## src/mm3_pkg.sv

```systemverilog
// ============================================================================
// mm3_pkg
// Shared types, constants and helper functions for the MurmurHash3 x86_32
// word-stream hasher: mix constants, controller states and datapath commands.
// ============================================================================
package mm3_pkg;

    localparam logic [31:0] MIX_C1  = 32'hcc9e2d51;
    localparam logic [31:0] MIX_C2  = 32'h1b873593;
    localparam logic [31:0] MIX_ADD = 32'he6546b64;
    localparam logic [31:0] FIN_M1  = 32'h85ebca6b;
    localparam logic [31:0] FIN_M2  = 32'hc2b2ae35;

    // How the latched word enters the running hash.
    typedef enum logic [1:0] {
        MODE_FULL,
        MODE_TAIL,
        MODE_NONE
    } t_mode;

    // Controller states.
    typedef enum logic [2:0] {
        ST_IDLE,
        ST_MIX1,
        ST_MIX2,
        ST_COMB,
        ST_FIN1,
        ST_FIN2,
        ST_EMIT
    } t_state;

    // Datapath operations, one per cycle.
    typedef enum logic [2:0] {
        OP_HOLD,
        OP_LOAD,
        OP_MIX1,
        OP_MIX2,
        OP_COMB,
        OP_FIN1,
        OP_FIN2,
        OP_EMIT
    } t_op;

    typedef struct packed {
        t_op op;
    } t_dp_cmd;

    typedef struct packed {
        logic key_last;   // word in flight is the final word of its key
        logic out_free;   // output register can take a result this cycle
    } t_dp_stat;

    function automatic logic [31:0] rotl15(input logic [31:0] x);
        rotl15 = {x[16:0], x[31:17]};
    endfunction

    function automatic logic [31:0] rotl13(input logic [31:0] x);
        rotl13 = {x[18:0], x[31:19]};
    endfunction

endpackage

```

## src/murmur3_32_hash_stream.sv

```systemverilog
// ============================================================================
// murmur3_32_hash_stream
// Streaming MurmurHash3 x86_32 over a key given as little-endian words.
// ============================================================================
// Usage:
//   Input channel (i_in_valid / o_in_stall) carries one word per transfer:
//   i_data_word (first key byte in bits 7:0), i_byte_count and i_last_word.
//   Words before the last are always hashed as full four-byte words. A last
//   word with 1..3 bytes takes the tail mix, with 0 bytes adds nothing, with
//   4 or more the full block mix.
//   The seed is written through i_cfg_wr_en / i_cfg_wr_data. A key starts
//   from the seed as it stands when its first word is taken.
//   Output channel (o_out_valid / i_out_stall) gives one 64-bit word per
//   key: seed in 63:32, finalized hash in 31:0.
// Sequence:
//   One word is worked on at a time; the mix and finalizer products share a
//   single 32x32 multiplier. A non-final word goes through accept, two
//   multiplies and the fold. A final word goes through the same steps, then
//   two finalizer multiplies and the hand-off into the output register; the
//   result is visible the cycle after.
// Reset (synchronous, active low): seed clears to 0, no key in progress, no
//   result pending.
// Stall: a result waits in the output register; the next key is accepted
//   and hashed meanwhile, and only its own hand-off waits for the register.
// ============================================================================
module murmur3_32_hash_stream (
    input  logic        i_clk,
    input  logic        i_rst_n,
    input  logic        i_cfg_wr_en,
    input  logic [31:0] i_cfg_wr_data,
    input  logic        i_in_valid,
    output logic        o_in_stall,
    input  logic [31:0] i_data_word,
    input  logic [2:0]  i_byte_count,
    input  logic        i_last_word,
    output logic        o_out_valid,
    input  logic        i_out_stall,
    output logic [63:0] o_hash_result
);
    import mm3_pkg::*;

    t_dp_cmd  dp_cmd;
    t_dp_stat dp_stat;

    // sequencer
    mm3_ctrl u_ctrl (
        .i_clk      (i_clk),
        .i_rst_n    (i_rst_n),
        .i_in_valid (i_in_valid),
        .o_in_stall (o_in_stall),
        .i_stat     (dp_stat),
        .o_cmd      (dp_cmd)
    );

    // hash datapath and output register
    mm3_datapath u_dp (
        .i_clk         (i_clk),
        .i_rst_n       (i_rst_n),
        .i_cfg_wr_en   (i_cfg_wr_en),
        .i_cfg_wr_data (i_cfg_wr_data),
        .i_data_word   (i_data_word),
        .i_byte_count  (i_byte_count),
        .i_last_word   (i_last_word),
        .i_out_stall   (i_out_stall),
        .o_out_valid   (o_out_valid),
        .o_hash_result (o_hash_result),
        .i_cmd         (dp_cmd),
        .o_stat        (dp_stat)
    );

endmodule

```

## src/mm3_ctrl.sv

```systemverilog
// ============================================================================
// mm3_ctrl
// Sequencer for the hasher: walks each word through the mix steps and, on a
// final word, through the finalizer and result hand-off.
// ============================================================================
module mm3_ctrl (
    input  logic              i_clk,
    input  logic              i_rst_n,
    input  logic              i_in_valid,
    output logic              o_in_stall,
    input  mm3_pkg::t_dp_stat i_stat,
    output mm3_pkg::t_dp_cmd  o_cmd
);
    import mm3_pkg::*;

    t_state r_state;
    t_state n_state;

    always_ff @(posedge i_clk) begin
        if (!i_rst_n) begin
            r_state <= ST_IDLE;
        end else begin
            r_state <= n_state;
        end
    end

    always_comb begin
        n_state    = r_state;
        o_cmd.op   = OP_HOLD;
        o_in_stall = 1'b1;
        unique case (r_state)
            ST_IDLE: begin
                o_in_stall = 1'b0;
                if (i_in_valid) begin
                    o_cmd.op = OP_LOAD;
                    n_state  = ST_MIX1;
                end
            end
            ST_MIX1: begin
                o_cmd.op = OP_MIX1;
                n_state  = ST_MIX2;
            end
            ST_MIX2: begin
                o_cmd.op = OP_MIX2;
                n_state  = ST_COMB;
            end
            ST_COMB: begin
                o_cmd.op = OP_COMB;
                n_state  = i_stat.key_last ? ST_FIN1 : ST_IDLE;
            end
            ST_FIN1: begin
                o_cmd.op = OP_FIN1;
                n_state  = ST_FIN2;
            end
            ST_FIN2: begin
                o_cmd.op = OP_FIN2;
                n_state  = ST_EMIT;
            end
            ST_EMIT: begin
                // wait for the output register to drain
                if (i_stat.out_free) begin
                    o_cmd.op = OP_EMIT;
                    n_state  = ST_IDLE;
                end
            end
            default: begin
                n_state = ST_IDLE;
            end
        endcase
    end

endmodule

```

## src/mm3_datapath.sv

```systemverilog
// ============================================================================
// mm3_datapath
// Hash datapath: one shared 32x32 multiplier, the running hash and byte
// total, the seed register and the output register.
// ============================================================================
module mm3_datapath (
    input  logic              i_clk,
    input  logic              i_rst_n,
    input  logic              i_cfg_wr_en,
    input  logic [31:0]       i_cfg_wr_data,
    input  logic [31:0]       i_data_word,
    input  logic [2:0]        i_byte_count,
    input  logic              i_last_word,
    input  logic              i_out_stall,
    output logic              o_out_valid,
    output logic [63:0]       o_hash_result,
    input  mm3_pkg::t_dp_cmd  i_cmd,
    output mm3_pkg::t_dp_stat o_stat
);
    import mm3_pkg::*;

    logic [31:0] r_seed;
    logic        r_key_active;
    logic [31:0] r_acc;
    logic [31:0] r_total;
    logic [31:0] r_word;
    t_mode       r_mode;
    logic        r_last;
    logic [31:0] r_seed_out;
    logic [31:0] r_prod;
    logic        r_out_valid;
    logic [63:0] r_out_data;

    t_mode       mode_in;
    logic [31:0] word_in;
    logic [2:0]  inc_in;
    logic [31:0] mul_a;
    logic [31:0] mul_b;
    logic [31:0] mul_p;
    logic [31:0] fin_x;
    logic [31:0] comb_h;

    // input word classification
    always_comb begin
        mode_in = MODE_FULL;
        inc_in  = 3'd4;
        word_in = i_data_word;
        if (i_last_word && !i_byte_count[2]) begin
            unique case (i_byte_count[1:0])
                2'd0: begin
                    mode_in = MODE_NONE;
                    inc_in  = 3'd0;
                    word_in = '0;
                end
                2'd1: begin
                    mode_in = MODE_TAIL;
                    inc_in  = 3'd1;
                    word_in = {24'd0, i_data_word[7:0]};
                end
                2'd2: begin
                    mode_in = MODE_TAIL;
                    inc_in  = 3'd2;
                    word_in = {16'd0, i_data_word[15:0]};
                end
                default: begin
                    mode_in = MODE_TAIL;
                    inc_in  = 3'd3;
                    word_in = {8'd0, i_data_word[23:0]};
                end
            endcase
        end
    end

    assign fin_x = r_acc ^ r_total;

    // shared multiplier operand select
    always_comb begin
        mul_a = r_word;
        mul_b = MIX_C1;
        unique case (i_cmd.op)
            OP_MIX2: begin
                mul_a = rotl15(r_prod);
                mul_b = MIX_C2;
            end
            OP_FIN1: begin
                mul_a = fin_x ^ {16'd0, fin_x[31:16]};
                mul_b = FIN_M1;
            end
            OP_FIN2: begin
                mul_a = r_prod ^ {13'd0, r_prod[31:13]};
                mul_b = FIN_M2;
            end
            default: begin
                mul_a = r_word;
                mul_b = MIX_C1;
            end
        endcase
    end

    assign mul_p = mul_a * mul_b;

    // fold the scrambled word into the hash
    always_comb begin
        unique case (r_mode)
            MODE_FULL: comb_h = (rotl13(r_acc ^ r_prod) * 32'd5) + MIX_ADD;
            MODE_TAIL: comb_h = r_acc ^ r_prod;
            default:   comb_h = r_acc;
        endcase
    end

    always_ff @(posedge i_clk) begin
        if (!i_rst_n) begin
            r_seed       <= '0;
            r_key_active <= 1'b0;
            r_out_valid  <= 1'b0;
        end else begin
            if (i_cfg_wr_en) begin
                r_seed <= i_cfg_wr_data;
            end
            if (i_cmd.op == OP_LOAD) begin
                r_key_active <= !i_last_word;
            end
            if (i_cmd.op == OP_EMIT) begin
                r_out_valid <= 1'b1;
            end else if (!i_out_stall) begin
                r_out_valid <= 1'b0;
            end
        end
    end

    always_ff @(posedge i_clk) begin
        unique case (i_cmd.op)
            OP_LOAD: begin
                r_acc      <= r_key_active ? r_acc : r_seed;
                r_total    <= (r_key_active ? r_total : 32'd0) + {29'd0, inc_in};
                r_word     <= word_in;
                r_mode     <= mode_in;
                r_last     <= i_last_word;
                r_seed_out <= r_seed;
            end
            OP_MIX1, OP_MIX2, OP_FIN1, OP_FIN2: begin
                r_prod <= mul_p;
            end
            OP_COMB: begin
                r_acc <= comb_h;
            end
            OP_EMIT: begin
                r_out_data <= {r_seed_out, r_prod ^ {16'd0, r_prod[31:16]}};
            end
            default: begin
            end
        endcase
    end

    assign o_stat.key_last = r_last;
    assign o_stat.out_free = !r_out_valid || !i_out_stall;
    assign o_out_valid     = r_out_valid;
    assign o_hash_result   = r_out_data;

endmodule

```

## config.mk

```make
export PLATFORM = sky130hd
export DESIGN_NAME = murmur3_32_hash_stream
export DESIGN_NICKNAME = d
export VERILOG_FILES = /design/src/mm3_pkg.sv /design/src/murmur3_32_hash_stream.sv /design/src/mm3_ctrl.sv /design/src/mm3_datapath.sv
export SDC_FILE = /design/constraint.sdc
export NUM_CORES = 2
export LEC_CHECK = 0
export BUFFER_PORTS_ARGS = -buffer_cell sky130_fd_sc_hd__buf_2
export CORE_ASPECT_RATIO = 1.1
export CORE_UTILIZATION = 60
export CTS_CLUSTER_DIAMETER = 150
export CTS_CLUSTER_SIZE = 10
export DETAILED_ROUTE_END_ITERATION = 16
export PLACE_DENSITY = 0.88
export SYNTH_ARGS = -nofsm -noshare
export SYNTH_HDL_FRONTEND = slang
export SYNTH_SLANG_ARGS = --single-unit
export TNS_END_PERCENT = 10
```

## constraint.sdc

```tcl
create_clock -name i_clk -period 9.2 [get_ports i_clk]
set_clock_uncertainty 0.05 [all_clocks]
set_input_delay 2.76 -clock i_clk [delete_from_list [all_inputs] [get_ports i_clk]]
set_output_delay 2.76 -clock i_clk [all_outputs]
set_load 0.02 [all_outputs]
```

==> results.toml <==
[status]
status = "complete, no violations"

[global_routing]
grt_pass1_vias = 22495
grt_use_total_pct = 44.5
antenna_found_initial = 0
overflow = 0
grt_pass1_wl_um = 150000
grt_max_degree = 76

[critical_path]
max_stage_delay_ns = 0.54
reg2reg_from = "u_ctrl.r_state[1]"
reg2reg_to = "u_dp.r_prod[30]"
cp_top_family = "adder cells"
criticalPathCategory = "register to register"
end_kind = "register"
path_buf_inv = 7
crit_required_ns = 9.48
ff2ff_path_depth = 31
path_common_cell = "fa_1"
crit_path_top_delay_cell = "fa_1"
cp.arrival_ns = 9.22
cp_max_fo = 14
worst-path-stages = 31
start_kind = "register"
r2r_slack_ns = 0.26

[die]
die_area_um2 = 47700
die_w_um = 208
initial_utilization_pct = 61.2
core_um2 = 45900
die_h_um = 229
num_rows = 82
ios = 139

[logic_synthesis]
synth.ff_latch_count = 264
syn-cell-area_um2 = 28100
yosysTopAreaCell = "fa_1"
async_reset_ff_share_pct = 0
synth_cell_types = 75
yosysTopAreaCellShare_pct = 29.4
synth_nets = 3420
synth_warnings = 0
synthCells = 2743
synth_edf_count = 227
synth_common_cells = "589 x inv_1, 412 x fa_1, 227 x edfxtp_1"
yosys.cell_count.top_type = "inv_1"
yosysSeqAreaShare_pct = 26.9
synthTopCellsByArea = "fa_1 29%, edfxtp_1 24%, ha_1 8.6%, inv_1 7.9%, xnor2_1 4.5%"
syn_area_per_cell_um2 = 10.2
synth_top_flop_cell = "edfxtp_1"

[sta]
period_needed_ns = 8.94
relSlewSlack_pct = 22.3
hold_viol = 0
fmax_ghz = 0.112
slew_violations = 0
period_share_pct = 97.1
setup_viol = 0
worstMarginPinSlew_ns = 1.17

[cts]
cts_tree = "yes"
clockBufferDepth = 3
worstSkewPairLatency_ns = 0.62
h-tree-depth = 1
cts_buffers = 30
clk_pin_slew_worst_paths_ns = 0.06
clockRootBuffer = "clkbuf_16"
clock-sinks = 264

[cells_and_area]
antennaDiodeCount = 0
drive_gt1_share_pct = 10.6
stdcell_area_um2 = 30900
syn_to_final_growth_pct = 10.1
fin_nets = 3602

[min_path]
worstHoldEndpoint = "u_dp.o_hash_result[57]"
hp-start = "u_dp.r_seed_out[25]"
hp-class = "register to register"
holdPathStages = 0

[detailed_routing]
via_per_inst = 6.05
route.detailed.drc = 0
drtIter0Drc = 2285
drt_wl_total_um = 104000
num_vias = 21388
antenna_left = 0
firstDrtPassIters = 6
avgRoutedWirePerCell_um = 29.3

[place]
placed_area_um2 = 29900
portBuffers = 138
gp_congestion = 1.06
dp_hpwl_um = 86600

[flow_run]
drv_cap = 0
## layout by cell type (no fill, tap or decap), drive strengths merged, types with 9 or more instances in the layout
master / n
inv: 593
clkbuf: 53
and3: 9
o21bai: 9
a21o: 35
xor2: 99
nand2: 227
and2: 56
nor3: 10
nand2b: 12
a211oi: 10
buf: 238
o21a: 17
a31oi: 15
a21oi: 89
edfxtp: 227
nand3: 33
or2: 9
xnor2: 144
nand4: 10
nor2b: 29
nor2: 191
dfxtp: 37
fa: 412
mux2i: 38
ha: 192
o21ai: 63
## worst register-to-register path: cells and delay by family (launching register included)
kind                     cells  cell delay [ns]
AND/OR/NAND/NOR              7             1.42
flip-flops                   1             0.39
buffers and inverters        7             0.74
AO/OA/AOI/OAI                7             1.92
adder cells (fa/ha/maj)      9             4.06
XOR/XNOR                     1             0.08
## flip-flops by register name, indices dropped and copies added (netlist names)
name,cells
u_dp.r_total,32
u_dp.o_hash_result,64
u_dp.r_seed,32
u_dp.r_last,1
u_dp.r_prod,32
u_dp.r_word,32
u_dp.r_mode,2
u_dp.r_acc,32
u_dp.o_out_valid,1
u_dp.r_key_active,1
u_ctrl.r_state,3
u_dp.r_seed_out,32
## kinds of logic (layout without fill, tap and decap cells)
| kind of cell | count (synthesis) | after routing | share of synthesized area [%] |
|---|---|---|---|
| AOI/OAI and AO/OA | 299 | 299 | 6.79 |
| xor gates and xnor gates | 245 | 245 | 7.74 |
| adders and majority gates | 604 | 604 | 37.9 |
| buffers and inverters | 681 | 886 | 9.22 |
| DFF | 264 | 264 | 26.9 |
| muxes | 38 | 38 | 1.35 |
| and+or+nand+nor | 612 | 612 | 10.0 |
## through the flow
stage                     std cells  hold slack [ns]  worst slack (ns)  setup TNS (ns)  utilization, %
after floorplan                2743            0.350             0.723               0               -
after global placement         3476            0.352           -0.0815         -0.0815            65.2
after detailed placement       3476            0.355            -0.205          -0.205            65.2
after CTS                      3531            0.368            0.0185               0            67.2
after global routing           3536            0.372           -0.0665         -0.0665            67.4
final                          3536            0.365             0.265               0            67.4
## timing repair
action	in CTS	in global routing
gates cloned	0	0
hold endpoints to repair	0	0
buffers inserted	0	5
endpoints found under the setup margin	1	5
pin swaps	0	3
hold buffers	0	0
resized for setup	1	15
## worst max path at each step
stage | start | to | slack (ns)
floorplan | u_ctrl.r_state[1] | u_dp.r_prod[30] | 0.72
global placement | u_dp.r_prod[14] | u_dp.r_prod[31] | -0.08
detailed placement | u_ctrl.r_state[1] | u_dp.r_prod[31] | -0.20
CTS | u_ctrl.r_state[1] | u_dp.r_prod[31] | 0.02
global route | u_ctrl.r_state[1] | u_dp.r_prod[30] | -0.07
finish | u_ctrl.r_state[1] | u_dp.r_prod[30] | 0.26
## final cells by class
cell class              count  area, µm²
multi-input cells        1798      18000
fillers                  3537      14900
flip-flops and latches    264       7560
inverters                 593       2230
repair buffers            238       1500
clock buffers              53        837
well taps                 588        736
clock inverters             2       38.8
## metal layers
metal | global-route usage, % | vias up | part of all wire (%)
met2 | 69.3 | 1256 | 45
met4 | 32.5 | 0 | 8.9
met3 | 9.08 | 397 | 9.3
met5 | 0 | - | 0
met1 | 55.5 | 10752 | 37
li1 | - | 8983 | -
Power is not shown: default switching activity piles up to over one toggle a cycle in this logic, so the estimate is an artifact.
